`config.mk`:
```
export PLATFORM = sky130hd
export DESIGN_NAME = tdma_slot_scheduler_unit
export DESIGN_NICKNAME = d
export VERILOG_FILES = /design/src/rtl/tss_pkg.sv /design/src/rtl/tss_csr.sv /design/src/rtl/tss_sched.sv /design/src/rtl/tss_rsp_buf.sv /design/src/rtl/tdma_slot_scheduler_unit.sv
export SDC_FILE = /design/constraint.sdc
export NUM_CORES = 1
export LEC_CHECK = 0
export BUFFER_PORTS_ARGS = -buffer_cell sky130_fd_sc_hd__buf_4
export CORE_MARGIN = 10
export CORE_UTILIZATION = 54
export DETAILED_ROUTE_END_ITERATION = 10
export PLACE_DENSITY = 0.76
export SLEW_MARGIN = 20
export SYNTH_ARGS = -nofsm -noshare
export SYNTH_HDL_FRONTEND = slang
export SYNTH_SLANG_ARGS = --single-unit
```
`constraint.sdc`:
```
create_clock -name clock -period 7.7 [get_ports clock]
set_input_delay 0.77 -clock clock [delete_from_list [all_inputs] [get_ports clock]]
set_output_delay 0.77 -clock clock [all_outputs]
set_load 0.01 [all_outputs]
```
`src/rtl/tss_pkg.sv`:
```
`default_nettype none
// ---------------------------------------------------------------------------
// TDMA slot scheduler package
// Shared constants, register indexes and the types passed between modules.
// ---------------------------------------------------------------------------
package tss_pkg;

   localparam int SLOT_COUNT    = 63;
   localparam int ANTENNA_COUNT = 6;

   localparam int SLOT_W   = 6;
   localparam int TICK_W   = 12;
   localparam int ROLE_W   = 3;
   localparam int MASK_W   = 5;
   localparam int ROT_W    = 3;
   localparam int NODE_W   = 3;
   localparam int DIGIT_W  = 4;
   localparam int COUNT_W  = 32;
   localparam int CSR_IDX_W  = 3;
   localparam int CSR_DATA_W = 12;

   // Register indexes of the configuration port.
   localparam logic [CSR_IDX_W-1:0] CSR_RUN_ENABLE    = 3'd0;
   localparam logic [CSR_IDX_W-1:0] CSR_NODE_ROLE     = 3'd1;
   localparam logic [CSR_IDX_W-1:0] CSR_PRESENT_MASK  = 3'd2;
   localparam logic [CSR_IDX_W-1:0] CSR_SHORT_SLOT_US = 3'd3;
   localparam logic [CSR_IDX_W-1:0] CSR_LONG_SLOT_US  = 3'd4;
   localparam logic [CSR_IDX_W-1:0] CSR_GUARD_SLOT_US = 3'd5;

   localparam logic [TICK_W-1:0] SHORT_SLOT_RESET = 12'd800;
   localparam logic [TICK_W-1:0] LONG_SLOT_RESET  = 12'd2600;
   localparam logic [TICK_W-1:0] GUARD_SLOT_RESET = 12'd4000;

   localparam logic [ROLE_W-1:0] ROLE_MASTER = 3'd0;
   localparam logic [ROLE_W-1:0] ROLE_SLAVE1 = 3'd1;
   localparam logic [ROLE_W-1:0] ROLE_SLAVE2 = 3'd2;
   localparam logic [ROLE_W-1:0] ROLE_SLAVE3 = 3'd3;
   localparam logic [ROLE_W-1:0] ROLE_SLAVE4 = 3'd4;

   localparam logic [NODE_W-1:0] NODE_NONE = 3'd0;
   localparam logic [ROT_W-1:0]  RX_ANTENNA_NONE = 3'd6;
   localparam logic [DIGIT_W-1:0] DIGIT_LAST = 4'd9;
   localparam logic [SLOT_W-1:0]  SLOT_LAST  = SLOT_W'(SLOT_COUNT - 1);

   typedef struct packed {
      logic                run_enable;
      logic [ROLE_W-1:0]   node_role;
      logic [MASK_W-1:0]   present_mask;
      logic [TICK_W-1:0]   short_slot_us;
      logic [TICK_W-1:0]   long_slot_us;
      logic [TICK_W-1:0]   guard_slot_us;
   } cfg_type;

   typedef struct packed {
      logic [SLOT_W-1:0]   slot_now;
      logic                ended_own_window;
      logic [COUNT_W-1:0]  frame_total;
      logic [DIGIT_W-1:0]  frame_digit;
      logic [COUNT_W-1:0]  element_total;
      logic [ROT_W-1:0]    antenna_pointer;
      logic [NODE_W-1:0]   tx_owner;
      logic [ROT_W-1:0]    rx_antenna;
      logic [NODE_W-1:0]   beacon_target;
      logic [NODE_W-1:0]   data_target;
      logic                own_beacon_slot;
   } rsp_type;

endpackage
`default_nettype wire

```
`src/rtl/tss_csr.sv`:
```
`default_nettype none
// ---------------------------------------------------------------------------
// TDMA slot scheduler configuration registers
// Write-only register file decoded from the configuration port.
// ---------------------------------------------------------------------------
module tss_csr (
   input  wire logic                           clock,
   input  wire logic                           reset,
   input  wire logic                           csr_we,
   input  wire logic [tss_pkg::CSR_IDX_W-1:0]  csr_index,
   input  wire logic [tss_pkg::CSR_DATA_W-1:0] csr_wdata,
   output tss_pkg::cfg_type                    cfg
);
   import tss_pkg::*;

   cfg_type cfg_ff;
   cfg_type cfg_in;

   always_comb begin
      cfg_in = cfg_ff;
      if (csr_we) begin
         unique case (csr_index)
            CSR_RUN_ENABLE:    cfg_in.run_enable    = csr_wdata[0];
            CSR_NODE_ROLE:     cfg_in.node_role     = csr_wdata[ROLE_W-1:0];
            CSR_PRESENT_MASK:  cfg_in.present_mask  = csr_wdata[MASK_W-1:0];
            CSR_SHORT_SLOT_US: cfg_in.short_slot_us = csr_wdata[TICK_W-1:0];
            CSR_LONG_SLOT_US:  cfg_in.long_slot_us  = csr_wdata[TICK_W-1:0];
            CSR_GUARD_SLOT_US: cfg_in.guard_slot_us = csr_wdata[TICK_W-1:0];
            default:           cfg_in = cfg_ff;
         endcase
      end
   end

   always_ff @(posedge clock) begin
      if (reset) begin
         cfg_ff.run_enable    <= 1'b0;
         cfg_ff.node_role     <= ROLE_MASTER;
         cfg_ff.present_mask  <= '0;
         cfg_ff.short_slot_us <= SHORT_SLOT_RESET;
         cfg_ff.long_slot_us  <= LONG_SLOT_RESET;
         cfg_ff.guard_slot_us <= GUARD_SLOT_RESET;
      end else begin
         cfg_ff <= cfg_in;
      end
   end

   assign cfg = cfg_ff;

endmodule
`default_nettype wire

```
`src/rtl/tss_sched.sv`:
```
`default_nettype none
// ---------------------------------------------------------------------------
// TDMA slot scheduler timing core
// Slot timer, frame counters, antenna rotor and per-slot schedule decode.
// ---------------------------------------------------------------------------
module tss_sched (
   input  wire logic      clock,
   input  wire logic      reset,
   input  wire tss_pkg::cfg_type cfg,
   input  wire logic      take,
   input  wire logic      advance,
   output logic           res_valid,
   output tss_pkg::rsp_type res
);
   import tss_pkg::*;

   function automatic logic in_rng(logic [SLOT_W-1:0] s, int lo, int hi);
      in_rng = (s >= SLOT_W'(lo)) && (s <= SLOT_W'(hi));
   endfunction

   function automatic logic own_window(logic [ROLE_W-1:0] role, logic [SLOT_W-1:0] s);
      unique case (role)
         ROLE_MASTER: own_window = in_rng(s, 0, 28) || s == 6'd61;
         ROLE_SLAVE1: own_window = in_rng(s, 30, 34) || s == 6'd59;
         ROLE_SLAVE2: own_window = in_rng(s, 35, 39) || s == 6'd59;
         ROLE_SLAVE3: own_window = in_rng(s, 40, 43) || s == 6'd59 || s == 6'd30;
         ROLE_SLAVE4: own_window = in_rng(s, 44, 47) || s == 6'd59 || s == 6'd35;
         default:     own_window = 1'b0;
      endcase
   endfunction

   function automatic logic [NODE_W-1:0] transmit_owner(logic [SLOT_W-1:0] s);
      if (in_rng(s, 31, 34))      transmit_owner = 3'd1;
      else if (in_rng(s, 36, 39)) transmit_owner = 3'd2;
      else if (in_rng(s, 40, 43)) transmit_owner = 3'd3;
      else if (in_rng(s, 44, 47)) transmit_owner = 3'd4;
      else                        transmit_owner = NODE_NONE;
   endfunction

   function automatic logic [ROT_W-1:0] receive_antenna(logic [SLOT_W-1:0] s);
      if (in_rng(s, 0, 6) || in_rng(s, 42, 48))        receive_antenna = 3'd0;
      else if (in_rng(s, 7, 13) || in_rng(s, 49, 55))  receive_antenna = 3'd1;
      else if (in_rng(s, 14, 20) || in_rng(s, 56, 62)) receive_antenna = 3'd2;
      else if (in_rng(s, 21, 27))                      receive_antenna = 3'd3;
      else if (in_rng(s, 28, 29))                      receive_antenna = 3'd4;
      else if (in_rng(s, 35, 41))                      receive_antenna = 3'd5;
      else                                             receive_antenna = RX_ANTENNA_NONE;
   endfunction

   function automatic logic [NODE_W-1:0] if_present(logic [NODE_W-1:0] n,
                                                    logic [MASK_W-1:0] mask);
      if_present = (n != NODE_NONE && mask[n]) ? n : NODE_NONE;
   endfunction

   // The rotor only leaves the range 0..ANTENNA_COUNT-1 for a single antenna.
   function automatic logic [ROT_W-1:0] rotor_step(logic [ROT_W-1:0] r);
      logic [ROT_W:0] sum;
      sum = {1'b0, r} + 1'b1;
      if (ANTENNA_COUNT == 1)
         rotor_step = '0;
      else if (sum >= (ROT_W+1)'(ANTENNA_COUNT))
         rotor_step = ROT_W'(sum - (ROT_W+1)'(ANTENNA_COUNT));
      else
         rotor_step = sum[ROT_W-1:0];
   endfunction

   logic [SLOT_W-1:0]  slot_ff, slot_in;
   logic [TICK_W-1:0]  tick_ff, tick_in;
   logic [COUNT_W-1:0] frame_ff, frame_in;
   logic [DIGIT_W-1:0] digit_ff, digit_in;
   logic [COUNT_W-1:0] element_ff, element_in;
   logic [ROT_W-1:0]   rotor_ff, rotor_in;

   logic               go;
   logic [TICK_W-1:0]  slot_len;
   logic [TICK_W:0]    tick_plus;
   logic               slot_end;
   logic               own;
   logic [NODE_W-1:0]  beacon_node;
   logic [NODE_W-1:0]  data_node;
   logic               odd;
   logic               slave_beacon;

   assign go = take && advance && cfg.run_enable && (cfg.node_role <= ROLE_SLAVE4);

   always_comb begin
      if (slot_ff == 6'd29 || slot_ff == 6'd60)
         slot_len = cfg.guard_slot_us;
      else if (in_rng(slot_ff, 30, 52) || slot_ff == 6'd59)
         slot_len = cfg.long_slot_us;
      else
         slot_len = cfg.short_slot_us;
      if (slot_len == '0)
         slot_len = TICK_W'(1);
   end

   assign tick_plus = {1'b0, tick_ff} + 1'b1;
   assign slot_end  = tick_plus >= {1'b0, slot_len};
   assign own       = own_window(cfg.node_role, slot_ff);

   always_comb begin
      slot_in    = slot_ff;
      tick_in    = tick_ff;
      frame_in   = frame_ff;
      digit_in   = digit_ff;
      element_in = element_ff;
      rotor_in   = rotor_ff;
      if (go) begin
         if (!slot_end) begin
            tick_in = tick_plus[TICK_W-1:0];
         end else begin
            tick_in = '0;
            if (cfg.node_role == ROLE_MASTER && own)
               rotor_in = rotor_step(rotor_ff);
            slot_in = (slot_ff == SLOT_LAST) ? '0 : slot_ff + 1'b1;
            if (slot_ff == SLOT_LAST) begin
               frame_in = frame_ff + 1'b1;
               digit_in = (digit_ff == DIGIT_LAST) ? '0 : digit_ff + 1'b1;
               if (digit_ff == DIGIT_LAST)
                  element_in = element_ff + 1'b1;
            end
         end
      end
   end

   always_ff @(posedge clock) begin
      if (reset) begin
         slot_ff    <= '0;
         tick_ff    <= '0;
         frame_ff   <= '0;
         digit_ff   <= '0;
         element_ff <= '0;
         rotor_ff   <= ROT_W'(1);
      end else begin
         slot_ff    <= slot_in;
         tick_ff    <= tick_in;
         frame_ff   <= frame_in;
         digit_ff   <= digit_in;
         element_ff <= element_in;
         rotor_ff   <= rotor_in;
      end
   end

   // Beacon parity follows the frame counter after this slot end's update.
   assign odd = frame_in[0];

   always_comb begin
      beacon_node = NODE_NONE;
      if (slot_in == 6'd0)
         beacon_node = odd ? 3'd1 : 3'd3;
      else if (slot_in == 6'd5)
         beacon_node = odd ? 3'd2 : 3'd4;

      if (in_rng(slot_in, 1, 4))        data_node = 3'd1;
      else if (in_rng(slot_in, 6, 9))   data_node = 3'd2;
      else if (in_rng(slot_in, 10, 13)) data_node = 3'd3;
      else if (in_rng(slot_in, 14, 17)) data_node = 3'd4;
      else                              data_node = NODE_NONE;

      unique case (cfg.node_role)
         ROLE_SLAVE1: slave_beacon = slot_in == 6'd30 && odd;
         ROLE_SLAVE2: slave_beacon = slot_in == 6'd35 && odd;
         ROLE_SLAVE3: slave_beacon = slot_in == 6'd30 && !odd;
         ROLE_SLAVE4: slave_beacon = slot_in == 6'd35 && !odd;
         default:     slave_beacon = 1'b0;
      endcase
   end

   assign res_valid = go && slot_end;

   always_comb begin
      res.slot_now         = slot_in;
      res.ended_own_window = own;
      res.frame_total      = frame_in;
      res.frame_digit      = digit_in;
      res.element_total    = element_in;
      res.antenna_pointer  = rotor_in;
      res.tx_owner         = transmit_owner(slot_in);
      res.rx_antenna       = receive_antenna(slot_in);
      res.beacon_target    = if_present(beacon_node, cfg.present_mask);
      res.data_target      = if_present(data_node, cfg.present_mask);
      res.own_beacon_slot  = slave_beacon;
   end

endmodule
`default_nettype wire

```
`src/rtl/tss_rsp_buf.sv`:
```
`default_nettype none
// ---------------------------------------------------------------------------
// TDMA slot scheduler result buffer
// Output register with one skid entry so ticks keep flowing while the
// receiver stalls, until the skid entry also holds a word.
// ---------------------------------------------------------------------------
module tss_rsp_buf (
   input  wire logic        clock,
   input  wire logic        reset,
   input  wire logic        push,
   input  wire tss_pkg::rsp_type push_word,
   output logic             in_ready,
   output logic             out_valid,
   input  wire logic        out_ready,
   output tss_pkg::rsp_type out_word
);
   import tss_pkg::*;

   logic    out_valid_ff, out_valid_in;
   logic    skid_valid_ff, skid_valid_in;
   rsp_type out_word_ff, out_word_in;
   rsp_type skid_word_ff, skid_word_in;
   logic    pop;

   assign pop = out_valid_ff && out_ready;

   // A push only arrives while the skid entry is free.
   always_comb begin
      out_valid_in  = out_valid_ff;
      skid_valid_in = skid_valid_ff;
      out_word_in   = out_word_ff;
      skid_word_in  = skid_word_ff;
      if (!out_valid_ff) begin
         if (push) begin
            out_word_in  = push_word;
            out_valid_in = 1'b1;
         end
      end else if (pop) begin
         if (skid_valid_ff) begin
            out_word_in   = skid_word_ff;
            skid_valid_in = 1'b0;
         end else if (push) begin
            out_word_in = push_word;
         end else begin
            out_valid_in = 1'b0;
         end
      end else if (push) begin
         skid_word_in  = push_word;
         skid_valid_in = 1'b1;
      end
   end

   always_ff @(posedge clock) begin
      if (reset) begin
         out_valid_ff  <= 1'b0;
         skid_valid_ff <= 1'b0;
      end else begin
         out_valid_ff  <= out_valid_in;
         skid_valid_ff <= skid_valid_in;
      end
   end

   always_ff @(posedge clock) begin
      out_word_ff  <= out_word_in;
      skid_word_ff <= skid_word_in;
   end

   assign in_ready  = !skid_valid_ff;
   assign out_valid = out_valid_ff;
   assign out_word  = out_word_ff;

endmodule
`default_nettype wire

```
`src/rtl/tdma_slot_scheduler_unit.sv`:
```
`default_nettype none
// ---------------------------------------------------------------------------
// TDMA slot scheduler
// Slot timer of a 63-slot frame for one master and four slave nodes.
// ---------------------------------------------------------------------------
// Each word on the req channel carries one microsecond tick in req_advance.
// A tick that completes a slot produces one rsp word describing the slot
// just entered; all other ticks produce nothing. The block takes one req
// word every cycle while req_ready is high; the timer state is updated and
// a result registered at the accepting edge. Registers are written through
// csr_we/csr_index/csr_wdata by the user only while the block is idle; the
// block itself does not enforce this. They take effect on the next tick.
// Reset clears the slot, tick and frame counters, sets the antenna pointer
// to one and loads the default slot lengths of 800, 2600 and 4000 ticks.
// When rsp_ready is low, one further result fits into a skid entry; once
// that entry holds a word, req_ready drops until the receiver takes the
// waiting result.
// ---------------------------------------------------------------------------
module tdma_slot_scheduler_unit (
   input  wire logic                           clock,
   input  wire logic                           reset,
   input  wire logic                           req_valid,
   output logic                                req_ready,
   input  wire logic                           req_advance,
   output logic                                rsp_valid,
   input  wire logic                           rsp_ready,
   output logic [tss_pkg::SLOT_W-1:0]          rsp_slot_now,
   output logic                                rsp_ended_own_window,
   output logic [tss_pkg::COUNT_W-1:0]         rsp_frame_total,
   output logic [tss_pkg::DIGIT_W-1:0]         rsp_frame_digit,
   output logic [tss_pkg::COUNT_W-1:0]         rsp_element_total,
   output logic [tss_pkg::ROT_W-1:0]           rsp_antenna_pointer,
   output logic [tss_pkg::NODE_W-1:0]          rsp_tx_owner,
   output logic [tss_pkg::ROT_W-1:0]           rsp_rx_antenna,
   output logic [tss_pkg::NODE_W-1:0]          rsp_beacon_target,
   output logic [tss_pkg::NODE_W-1:0]          rsp_data_target,
   output logic                                rsp_own_beacon_slot,
   input  wire logic                           csr_we,
   input  wire logic [tss_pkg::CSR_IDX_W-1:0]  csr_index,
   input  wire logic [tss_pkg::CSR_DATA_W-1:0] csr_wdata
);
   import tss_pkg::*;

   cfg_type cfg;
   rsp_type res;
   rsp_type rsp_word;
   logic    res_valid;
   logic    take;

   assign take = req_valid && req_ready;

   tss_csr u_csr (
      .clock     (clock),
      .reset     (reset),
      .csr_we    (csr_we),
      .csr_index (csr_index),
      .csr_wdata (csr_wdata),
      .cfg       (cfg)
   );

   tss_sched u_sched (
      .clock     (clock),
      .reset     (reset),
      .cfg       (cfg),
      .take      (take),
      .advance   (req_advance),
      .res_valid (res_valid),
      .res       (res)
   );

   tss_rsp_buf u_rsp_buf (
      .clock     (clock),
      .reset     (reset),
      .push      (res_valid),
      .push_word (res),
      .in_ready  (req_ready),
      .out_valid (rsp_valid),
      .out_ready (rsp_ready),
      .out_word  (rsp_word)
   );

   assign rsp_slot_now         = rsp_word.slot_now;
   assign rsp_ended_own_window = rsp_word.ended_own_window;
   assign rsp_frame_total      = rsp_word.frame_total;
   assign rsp_frame_digit      = rsp_word.frame_digit;
   assign rsp_element_total    = rsp_word.element_total;
   assign rsp_antenna_pointer  = rsp_word.antenna_pointer;
   assign rsp_tx_owner         = rsp_word.tx_owner;
   assign rsp_rx_antenna       = rsp_word.rx_antenna;
   assign rsp_beacon_target    = rsp_word.beacon_target;
   assign rsp_data_target      = rsp_word.data_target;
   assign rsp_own_beacon_slot  = rsp_word.own_beacon_slot;

   // Backpressure on req only ever comes from a result waiting on rsp.
   a_stall_has_word: assert property (@(posedge clock) disable iff (reset)
      !req_ready |-> rsp_valid)
      else $error("req stalled with no rsp word pending");

   a_digit_range: assert property (@(posedge clock) disable iff (reset)
      rsp_valid |-> rsp_frame_digit <= DIGIT_LAST)
      else $error("frame digit out of decimal range");

   a_slot_rotor_range: assert property (@(posedge clock) disable iff (reset)
      rsp_valid |-> (rsp_slot_now <= SLOT_LAST) &&
                    (rsp_antenna_pointer < ROT_W'(ANTENNA_COUNT)))
      else $error("slot index or antenna pointer out of range");

endmodule
`default_nettype wire

```
=== Word-level counts from Yosys, hierarchy flattened ===
Index checks and enable logic that the tools add are counted.

* Bits in registers: 318
* Input bits: 21
* Logic and storage cells: 236

* Add/subtract/negate cells: 7
* $lt $le $gt $ge: 48
* Equality and inequality tests: 21
* Mux-type cells: 58
* Bitwise logic cells: 1
* Reductions and logical operators: 65

{| class="wikitable"
|+ Operator list
! operator !! count
|-
| $mux W91 || 4
|-
| $mux W32 || 7
|-
| $le A6 B6 Y1 const B || 13
|-
| $mux W3 || 22
|-
| $add A32 B1 Y32 const B || 2
|-
| $ge A6 B6 Y1 const B || 10
|-
| $mux W12 || 4
|-
| $eq A6 B6 Y1 const B || 6
|-
| $logic_and A1 B1 Y1 || 36
|-
| $le A6 B5 Y1 const B || 5
|-
| $ge A6 B5 Y1 const B || 4
|-
| $eq A6 B5 Y1 const B || 3
|-
| $ge A6 B1 Y1 const B || 3
|-
| $mux W6 || 3
|-
| $mux W4 || 4
|-
| $reduce_and A2 Y1 || 7
|-
| $add A12 B1 Y13 const B || 1
|-
| $ge A13 B12 Y1 || 1
|-
| $eq A3 B2 Y1 const B || 4
|-
| $ge A6 B3 Y1 const B || 2
|-
| $ge A6 B4 Y1 const B || 2
|-
| $le A6 B3 Y1 const B || 2
|-
| $le A6 B4 Y1 const B || 2
|-
| $logic_not A12 Y1 || 1
|-
| 25 further kinds || 52
|}

=== Longest topological paths before layout ===
Gate-level depths: netlist of run 1.

* Word-level depth: 24
* Depth in mapped cells: 25
* Depth with buffers taken out: 22

=== By module ===
From an unflattened synthesis of run 1, not the netlist that was laid out.

* Cells, all modules: 1425
* Area, all modules: 15401.0 um2

{| class="wikitable"
|+ Modules (own cells, without submodules)
! module !! instances !! cells an instance !! area each (um2) !! seq. area each (um2)
|-
| tss_rsp_buf || 1 || 498 || 7613.6 || 5505.3
|-
| tss_sched || 1 || 750 || 5911.9 || 1781.7
|-
| tss_csr || 1 || 176 || 1869.3 || 900.9
|-
| tdma_slot_scheduler_unit || 1 || 1 || 6.3 || 0.0
|}

=== Worst setup path after synthesis of run 1 ===
OpenSTA, ideal clock, no wires.

* Kind: reg2reg
* Start: reg u_sched.slot_ff[0]
* End: reg u_rsp_buf.skid_word_ff[0] in the netlist's numbering, enable pin
* Library setup time: 540 ps
* Arrival time: 7811 ps
* Path slack: -652 ps
* Stages on the path, launching flop included: 20
* Path buffers: 5
* Clock period less this slack: 8352 ps
* Cell sequence: dfxtp_1 > clkbuf_1 > inv_1 > ha_1 > nor2_1 > o211ai_1 > a21oi_1 > clkbuf_1 > mux2i_1 > nor2_1 > a21oi_1 > ha_1 > o21ai_0 > a2111oi_1 > a221o_2 > o31ai_4 > buf_6 > clkbuf_1 > clkbuf_1 > nor2_1

* Word-level cells in the longest chain between the ends: 10
* Elaborated cells between the ends (all ways): 15
* Classes of those cells: 3 x order compare; 3 x eq/ne; 3 x mux; 6 x reduce/logical

{| class="wikitable"
|+ Ends and longest elaborated chain
! what !! line !! text
|-
| from (decl) || tss_sched.sv:67 || <nowiki>logic [SLOT_W-1:0] slot_ff, slot_in;</nowiki>
|-
| from (signal assigned) || tss_sched.sv:135 || <nowiki>slot_ff <= slot_in;</nowiki>
|-
| $ge A6 B5 Y1 or $le A6 B6 Y1 (tied branches) || tss_sched.sv:18 || <nowiki>in_rng = (s >= SLOT_W'(lo)) && (s <= SLOT_W'(hi));</nowiki>
|-
| $logic_and A1 B1 Y1 || tss_sched.sv:18 ||
|-
| $logic_or A1 B1 Y1 || tss_sched.sv:89 || <nowiki>else if (in_rng(slot_ff, 30, 52) || slot_ff == 6'd59)</nowiki>
|-
| $mux W12 || tss_sched.sv:89 ||
|-
| $mux W12 (*) || tss_sched.sv:87 || <nowiki>if (slot_ff == 6'd29 || slot_ff == 6'd60)</nowiki>
|-
| $logic_not A12 Y1 || tss_sched.sv:93 || <nowiki>if (slot_len == '0)</nowiki>
|-
| $mux W12 (*) || tss_sched.sv:93 ||
|-
| $ge A13 B12 Y1 (*) || tss_sched.sv:98 || <nowiki>assign slot_end = tick_plus >= {1'b0, slot_len};</nowiki>
|-
| $logic_and A1 B1 Y1 (*) || tss_sched.sv:169 || <nowiki>assign res_valid = go && slot_end;</nowiki>
|-
| $reduce_and A3 Y1 (no line) (*) || - ||
|-
| to (signal assigned) || tss_rsp_buf.sv:65 || <nowiki>skid_word_ff <= skid_word_in;</nowiki>
|-
| to (decl) || tss_rsp_buf.sv:22 || <nowiki>rsp_type skid_word_ff, skid_word_in;</nowiki>
|}

Mark *: on every way between the ends. The rest lies on a longest branch, timed or not.
A chain may end at the register's enable or synchronous reset.

==> out/qor.csv, run 1 <==
metric,value,unit
outcome,"complete, no violations",
routability congestion estimate,0.910,
DRT iter0 DRCs,804,
CP Class,reg -> reg,
Syn Std Cell Area,14800,µm²
post-synthesis sequential area ratio,0.551,
detailed-route vias per instance,5.71,
GRT Overall Usage,0.209,
r2r setup slk,1.28,ns
Period minus WS final,6.42,ns
synthesis-to-layout area growth,14.7,%
top_reg_cell synth,edfxtp_1,
worst setup path end,u_rsp_buf.out_word[8]$_DFFE_PP_,
CP endpoint kind,register,
Peak VDD IR,116,µV
Syn. warnings,0,
Fin Setup TNS,0,ns
"Slowest-stage cell, CP",a21oi_2,
initial antenna violation count,0,
PD cells,204,nW/µm²
Crit path arrival time,6.66,ns
adder-cell share of the synthesized area,0.0177,
vias in the first global route,11100,
clock root buffer,clkbuf_16,
syn_nets,1561,
layout cells sized above 1,0.129,
critical path cell sequence,"inv_1, ha_1, nor2_1, o211ai_1, a21oi_2, mux2i_1, nor2_1, a21oi_1, nand4_1, o31ai_1, ha_1, nor3b_1, o21ai_1, a221oi_2, a31oi_4, a22oi_2, inv_1, and2_1, nor3_1, a211oi_1, a32oi_1, a21oi_1",
Yosys reg bits,317,
R2R depth,22,
DRC Markers,0,
Sequential Area,8170,µm²
Rel. slew slack,0.299,
max-slew violation count,0,
clk_lat worst skew,0.52,ns
hold_buf cts,0,
Gate Count Post-Synth,1519,
first-pass GRT wire length,58.6,mm
ys async rst share,0,
Clock Sinks,317,
Worst setup SP type,register,
# IOs,114,
worst reg2reg path startpoint,u_sched.slot_ff[1]$_SDFF_PP0_,
Ant. Diodes,0,
Min-Delay Path Class,in -> reg,
Vert. Die Dim,186,µm
Final setup viols,0,
wire length per cell,18.5,µm
syn avg cell area,9.75,µm²
drt first pass iters,6,
die width,186,µm
vias,11200,
port bufs,113,
post-synthesis cell type count,68,
H-tree Lvls,2,
Nets,1640,
xor/xnor share of the synthesized area,0.0538,
post_cts resized,0,
Finished Cell Area,17000,µm²
max incr delay on CP,0.72,ns
Routed Antenna Nets,0,
clock buffers created by TritonCTS,34,
Post-synth EDFFs,182,
CTS tree,built,
Final Hold Vio Count,0,
grt total ovfl,0,
pin count of the biggest net entering global routing,97,
Synth Area in Simple Gates,0.221,
Clock Skew,0.0131,ns
hold slack,0.447,ns
Detail Placement HPWL,24.2,mm
largest family of logic cells by synthesized area,simple AND/OR/NAND/NOR gates,
CP max FO,27,
Max Clk Rate,0.156,GHz
Synth Area in Compound Gates,0.0970,
Leak,6.43,nW
FP Rows,60,
RR Endpoint,u_rsp_buf.out_word[8]$_DFFE_PP_,
multi-input logic area,6160,µm²
Initial Utilization,0.550,
Worst-Margin Slew,1.05,ns
mux cell area share after synthesis,0.0244,
CP Data Required Time,7.94,ns
RSZ-0062 raised after global routing,false,
post-CTS setup buffer count,0,
overall power,3.48,mW
DRT Wirelength,36.3,mm
clock-pin slew on the worst setup and hold paths,0.06,ns
CP startpoint,u_sched.slot_ff[1]$_SDFF_PP0_,
clk buf depth,3,
# fillers,2194,
full die area,34500,µm²
CORE AREA,27000,µm²
period utilisation layout,0.834,
placed cell area,15900,µm²
max-cap violation count,0,
-- cell usage after synthesis (9+ instances only) --
master	number	area [µm²]
a21oi_1	93	465
and3_1	44	275
clkbuf_1	67	251
dfxtp_1	135	2700
edfxtp_1	182	5470
ha_1	21	263
inv_1	42	158
mux2i_1	35	350
nand2_1	243	912
nand2b_1	9	56.3
nand3_1	96	480
nand3b_1	16	120
nand4_1	19	119
nor2_1	152	571
nor2b_1	52	325
nor3_1	26	130
o21ai_0	70	350
xnor2_1	49	429
xor2_1	42	368
-- per-stage QoR --
| stage | util | cells | setup WS (ns) |
|---|---|---|---|
| 2_1_floorplan | - | 1519 | 0.0224 |
| 3_3_place_gp | 0.589 | 1903 | 1.56 |
| 3_5_place_dp | 0.589 | 1903 | 1.35 |
| 4_1_cts | 0.631 | 1965 | 1.31 |
| 5_1_grt | 0.631 | 1965 | 0.735 |
| 6_report | 0.631 | 1965 | 1.28 |
-- worst min path at each step --
stage / start / to / slack (ns) / cells past startpoint
floorplan: u_csr.cfg[12]$_SDFFE_PP0P_ / u_csr.cfg[12]$_SDFFE_PP0P_ / 0.44 / 2
global placement: u_csr.cfg[31]$_SDFFE_PP0P_ / u_csr.cfg[31]$_SDFFE_PP0P_ / 0.45 / 2
detailed placement: u_csr.cfg[35]$_SDFFE_PP0P_ / u_csr.cfg[35]$_SDFFE_PP0P_ / 0.46 / 2
CTS: rsp_ready / u_rsp_buf.skid_valid_ff$_SDFFE_PP0P_ / 0.43 / 2
global route: rsp_ready / u_rsp_buf.skid_valid_ff$_SDFFE_PP0P_ / 0.45 / 2
finish: rsp_ready / u_rsp_buf.skid_valid_ff$_SDFFE_PP0P_ / 0.45 / 2
-- critical path, delay by kind of cell, from the launching register on --
kind,cells,cell delay [ns]
AOI/OAI and AO/OA,11,3.23
adders and majority gates,2,0.52
buffers and inverters,2,0.49
DFF,1,0.53
muxes,1,0.26
and+or+nand+nor,6,1.08
-- report_power, final --
group	internal [mW]	switching, mW
Sequential	1.78	0.00751
Combinational	0.0245	0.0454
Clock	0.959	0.659
Total	2.76	0.712
-- flip-flops by register name, indices dropped and copies added (netlist names), 4 cells and up --
signal	flops
u_sched.tick_ff	12
u_rsp_buf.out_word	91
u_csr.cfg	44
u_sched.digit_ff	4
u_sched.element_ff	32
u_rsp_buf.skid_word_ff	91
u_sched.frame_ff	32
u_sched.slot_ff	6
-- cell type report --
| type | count | share of cell area |
|---|---|---|
| sequential | 317 | 0.481 |
| clock inverter | 11 | 0.00729 |
| multi-input combinational | 1072 | 0.363 |
| tap | 341 | 0.0251 |
| timing repair buffer | 128 | 0.0565 |
| clock buffer | 51 | 0.0580 |
| inverter | 45 | 0.00994 |
-- logic make-up (layout without fill, tap and decap cells) --
| logic type | after synthesis | count (layout) |
|---|---|---|
| DFF | 317 | 317 |
| adders and majority gates | 21 | 21 |
| muxes | 36 | 36 |
| buffers and inverters | 130 | 235 |
| and+or+nand+nor | 688 | 688 |
| AOI/OAI and AO/OA | 236 | 236 |
| xor gates and xnor gates | 91 | 91 |
-- cell usage in the layout (no fill, tap or decap), drive strengths merged, types with 16 or more instances in the layout --
cell,Yosys,final
a21oi,93,93
and3,44,44
buf,18,128
clkbuf,67,51
dfxtp,135,135
edfxtp,182,182
ha,21,21
inv,45,47
mux2i,35,35
nand2,243,243
nand3,99,99
nand3b,16,16
nand4,19,19
nor2,154,154
nor2b,52,52
nor3,28,28
o21ai,74,74
xnor2,49,49
xor2,42,42
-- layer usage --
layer,vias up,wire [µm],part of all wire,global-route usage
met1,5390,15800,0.43,0.263
li1,5472,-,-,-
met3,57,1850,0.051,0.0326
met4,0,724,0.020,0.0590
met2,297,17900,0.49,0.363
met5,-,0,0,0
Power figures use the tool's default switching activity.
==> run 2: changes to the inputs <==
- clock period: 7.7 -> 5.2 ns (I/O delays scaled with it)
==> out/qor.csv, run 2 (same netlist as run 1, synthesis figures left out) <==
metric,value,unit,change
clk buf depth,3,,unchanged
full die area,34500,µm²,unchanged
fin cells,2028,,+3.2%
"commonest non-fill, non-tap cell in the layout",nand2_1,,
buffer and inverter count on the worst path,2,,unchanged
Placed Instances,1959,,+2.9%
Initial Utilization,0.550,,unchanged
drt first pass iters,7,,+1
port bufs,113,,unchanged
# IOs,114,,unchanged
max-slew violation count,0,,unchanged
Leak,6.79,nW,+5.7%
period utilisation layout,0.947,,+0.113
Min-Delay Path Class,in -> reg,,
PnR worst setup slack,0.275,ns,-1.01 ns
CP max FO,12,,-56%
first-pass GRT wire length,59.7,mm,+1.9%
Vert. Die Dim,186,µm,unchanged
clk_lat worst skew,0.52,ns,about the same
dpl ws,-0.283,ns,-1.63 ns
overall power,5.28,mW,+52%
GRT Overall Usage,0.213,,+0.00389
wire length per cell,18.5,µm,+0.28%
RSZ-0062 raised after global routing,true,,
Final setup viols,0,,unchanged
layout cells sized above 1,0.175,,+0.0462
max-cap violation count,0,,unchanged
DRT Wirelength,37.6,mm,+3.5%
H-tree Lvls,2,,unchanged
# fillers,2107,,-4.0%
Clock Skew,0.0179,ns,+0.00476 ns
clock root buffer,clkbuf_16,,
CP Class,reg -> reg,,
outcome,"complete, no violations",,
FP Rows,60,,unchanged
max incr delay on CP,0.51,ns,-0.21 ns
vias in the first global route,11300,,+1.4%
pin count of the biggest net entering global routing,99,,+2.1%
detailed-route vias per instance,5.74,,+0.50%
Final Hold Vio Count,0,,unchanged
Worst-Margin Slew,0.884,ns,-0.168 ns
DRT iter0 DRCs,856,,+6.5%
clock buffers created by TritonCTS,35,,+2.9%
Peak VDD IR,275,µV,+140%
die width,186,µm,unchanged
post-layout util,0.657,,+0.0266
DRC Markers,0,,unchanged
CORE AREA,27000,µm²,unchanged
Period minus WS final,4.93,ns,-1.49 ns
Worst setup SP type,register,,
Clock Sinks,317,,unchanged
initial antenna violation count,0,,unchanged
Crit path arrival time,5.16,ns,-1.50 ns
Routed Antenna Nets,0,,unchanged
routability congestion estimate,0.929,,+2.1%
Max Clk Rate,0.203,GHz,+30%
placed cell area,16400,µm²,+3.1%
CP Data Required Time,5.43,ns,-2.51 ns
most frequent cells in the layout,"nand2_1 (241), buf_4 (184), edfxtp_1 (182)",,
PD cells,298,nW/µm²,+46%
"Slowest-stage cell, CP",a221o_2,,
synthesis-to-layout area growth,19.6,%,
Finished Cell Area,17700,µm²,+4.2%
"delay-heaviest family, CP",compound AO/OA/AOI/OAI gates,,
critical path cell sequence,"inv_4, ha_4, nor2_1, o211ai_1, a21oi_4, buf_12, mux2i_1, nor2_1, a21oi_1, nand4_1, o31ai_2, ha_1, nor3b_2, o21ai_1, a221o_2, o31ai_4, o31a_1, o21ai_0, a2bb2oi_1, mux2_2, a32oi_1, a21oi_1",,
vias,11600,,+3.7%
CP endpoint kind,register,,
clock-pin slew on the worst setup and hold paths,0.06,ns,about the same
grt total ovfl,0,,unchanged
Detail Placement HPWL,24.9,mm,+3.0%
Nets,1702,,+3.8%
CTS tree,built,,
Rel. slew slack,0.408,,+0.110
Ant. Diodes,0,,unchanged
-- run 2: power breakdown --
group | total (mW) | leakage [nW] | switching [mW] | internal [mW]
clock network | 2.51 | 0.582 | 0.985 | 1.53
logic | 0.121 | 3.61 | 0.0736 | 0.0477
registers | 2.65 | 2.61 | 0.0107 | 2.63
total | 5.28 | 6.79 | 1.07 | 4.21
-- run 2: worst reg2reg max path, delay by kind of cell, from the launching register on --
kind	cells	cell delay, ns
AOI/OAI and AO/OA	12	2.65
muxes	2	0.51
and+or+nand+nor	4	0.47
adders and majority gates	2	0.42
DFF	1	0.37
buffers and inverters	2	0.22
-- run 2: what timing repair did --
| item | 4_1_cts | 5_1_grt |
|---|---|---|
| buffers inserted | 1 | 4 |
| endpoints found under the setup margin | 72 | 78 |
| pin swaps | 1 | 4 |
| hold buffers | 0 | 0 |
| gates resized for setup | 1 | 19 |
-- run 2: per-stage QoR --
step | hold WS [ns] | setup TNS, ns
finish | 0.208 | 0
detailed placement | 0.446 | -3.63
floorplan | 0.436 | -213.57
CTS | 0.187 | 0
global placement | 0.443 | -0.203
global route | 0.199 | -0.0835
-- run 2: area by class of cell --
cell class,instances,area (µm²),share of cell area
flip-flops and latches,317,8170,0.461
multi-input cells,1072,6270,0.354
repair buffers,189,1480,0.0836
clock buffers,54,1070,0.0605
well taps,341,427,0.0241
inverters,45,174,0.00982
clock inverters,10,116,0.00657
-- run 2: path summary, 6_finish.rpt --
path | start | endpoint | slack (ns) | depth (start not counted)
min | rsp_ready | u_rsp_buf.skid_valid_ff$_SDFFE_PP0P_ | 0.21 | 2
max reg2reg | u_sched.slot_ff[1]$_SDFF_PP0_ | u_rsp_buf.out_word[8]$_DFFE_PP_ | 0.27 | 22
max | u_sched.slot_ff[1]$_SDFF_PP0_ | u_rsp_buf.out_word[8]$_DFFE_PP_ | 0.27 | 22
min reg2reg | u_csr.cfg[28]$_SDFFE_PP0P_ | u_csr.cfg[28]$_SDFFE_PP0P_ | 0.46 | 2
-- run 2: per-layer routing --
layer,global-route usage,vias up,share of wire
li1,-,5584,-
met1,0.284,5607,0.44
met2,0.351,374,0.48
met3,0.0322,68,0.056
met4,0.0606,0,0.023
met5,0,-,0
==> run 3: changes to the inputs <==
- CORE_UTILIZATION: 54 -> 40
- PLACE_DENSITY: 0.76 -> default
==> out/qor.csv, run 3 (same netlist as run 1, synthesis figures left out) <==
metric,value,unit,change
outcome,"complete, no violations",,
Rel. slew slack,0.377,,-0.0315
detailed-route vias per instance,5.28,,-8.0%
"commonest non-fill, non-tap cell in the layout",nand2_1,,
Worst-Margin Slew,0.931,ns,+0.0470 ns
Crit path arrival time,5.36,ns,+0.20 ns
clock buffers created by TritonCTS,38,,+8.6%
grt total ovfl,0,,unchanged
vias in the first global route,11200,,-1.0%
Final Hold Vio Count,0,,unchanged
port bufs,113,,unchanged
full die area,45100,µm²,+31%
Leak,6.90,nW,+1.6%
Nets,1721,,+1.1%
initial antenna violation count,0,,unchanged
Min-Delay Path Class,in -> reg,,
Placed Instances,2087,,+6.5%
CTS tree,built,,
CORE AREA,36600,µm²,+36%
Worst setup SP type,register,,
DRC Markers,0,,unchanged
Fin Setup TNS,0,ns,unchanged
Final setup viols,0,,unchanged
GRT Overall Usage,0.171,,-0.0416
Peak VDD IR,196,µV,-29%
DRT Wirelength,39.9,mm,+6.3%
Max Clk Rate,0.197,GHz,-3.2%
H-tree Lvls,2,,unchanged
most frequent cells in the layout,"nand2_1 (240), buf_4 (197), edfxtp_1 (182)",,
Sequential Area,8170,µm²,unchanged
clock-pin slew on the worst setup and hold paths,0.06,ns,about the same
post-layout util,0.494,,-0.163
DRT iter0 DRCs,769,,-10%
CP endpoint kind,register,,
vias,11500,,-1.3%
overall power,5.38,mW,+2.0%
Clock Skew,0.0205,ns,+0.00265 ns
Clock Sinks,317,,unchanged
max-cap violation count,0,,unchanged
period utilisation layout,0.978,,+0.0310
Detail Placement HPWL,26.2,mm,+5.2%
synthesis-to-layout area growth,22.0,%,
CP Class,reg -> reg,,
# IOs,114,,unchanged
# fillers,3426,,+63%
drt first pass iters,5,,-2
Period minus WS final,5.09,ns,+0.161 ns
fin cells,2175,,+7.2%
multi-input logic area,6300,µm²,+0.50%
RSZ-0062 raised after global routing,true,,
max-slew violation count,0,,unchanged
first-pass GRT wire length,62.3,mm,+4.4%
Ant. Diodes,0,,unchanged
Routed Antenna Nets,0,,unchanged
Finished Cell Area,18100,µm²,+2.1%
layout cells sized above 1,0.187,,+0.0120
wire length per cell,18.4,µm,-0.84%
clock root buffer,clkbuf_16,,
CP Data Required Time,5.48,ns,+0.05 ns
FP Rows,70,,+17%
pin count of the biggest net entering global routing,86,,-13%
hold slack,0.195,ns,-0.0131 ns
PD cells,298,nW/µm²,about the same
Initial Utilization,0.405,,-0.145
clk_lat worst skew,0.53,ns,about the same
routability congestion estimate,0.884,,-4.9%
CP max FO,6,,-6
PnR worst setup slack,0.113,ns,-0.161 ns
clk buf depth,3,,unchanged
dpl ws,0.0319,ns,+0.315 ns
Vert. Die Dim,212,µm,+14%
die width,212,µm,+14%
placed cell area,16500,µm²,+1.0%
-- run 3: power breakdown --
group	internal (mW)	leakage [nW]	switching [mW]
combinational	0.0466	3.70	0.0758
sequential	2.64	2.61	0.00944
clock	1.59	0.594	1.03
total	4.27	6.90	1.12
-- run 3: final timing paths --
check                                     start                                    to  slack (ns)  depth (start not counted)
setup / recovery  u_sched.slot_ff[0]$_SDFF_PP0_       u_rsp_buf.out_word[1]$_DFFE_PP_        0.11                         24
hold / removal                        rsp_ready  u_rsp_buf.skid_valid_ff$_SDFFE_PP0P_        0.20                          2
setup reg to reg  u_sched.slot_ff[0]$_SDFF_PP0_       u_rsp_buf.out_word[1]$_DFFE_PP_        0.11                         24
hold reg to reg      u_csr.cfg[18]$_SDFFE_PP0P_            u_csr.cfg[18]$_SDFFE_PP0P_        0.46                          2
-- run 3: timing repair --
action | in CTS | in global routing
gates resized for setup | 0 | 32
buffers inserted | 0 | 18
hold buffers | 0 | 0
endpoints found under the setup margin | 0 | 149
-- run 3: layout make-up --
cell class	count	area share
flip-flops and latches	317	0.452
multi-input cells	1073	0.349
repair buffers	204	0.0894
clock buffers	61	0.0624
well taps	468	0.0324
inverters	45	0.00962
clock inverters	7	0.00547
-- run 3: layer usage --
layer | routed length, µm | vias to the layer above | global-route usage
li1 | - | 5634 | -
met1 | 17800 | 5539 | 0.220
met2 | 19500 | 254 | 0.292
met3 | 1990 | 49 | 0.0280
met4 | 653 | 0 | 0.0438
met5 | 0 | - | 0
-- run 3: critical path: stages (launching register included) --
cell and delay, ns:
dfxtp_4 0.39, inv_4 0.05, ha_4 0.15, nor2_1 0.09, o211ai_1 0.13, a21oi_2 0.15
buf_4 0.16, clkbuf_16 0.16, mux2i_1 0.19, nor2_1 0.07, a21oi_2 0.13, nand4_1 0.14
o31ai_2 0.30, ha_1 0.28, nor3b_1 0.19, o21ai_1 0.11, a221o_2 0.51, o31ai_4 0.35
o31a_1 0.34, buf_4 0.17, nor2_2 0.05, buf_4 0.19, nand2_2 0.11, nor3_1 0.09
a221o_1 0.33
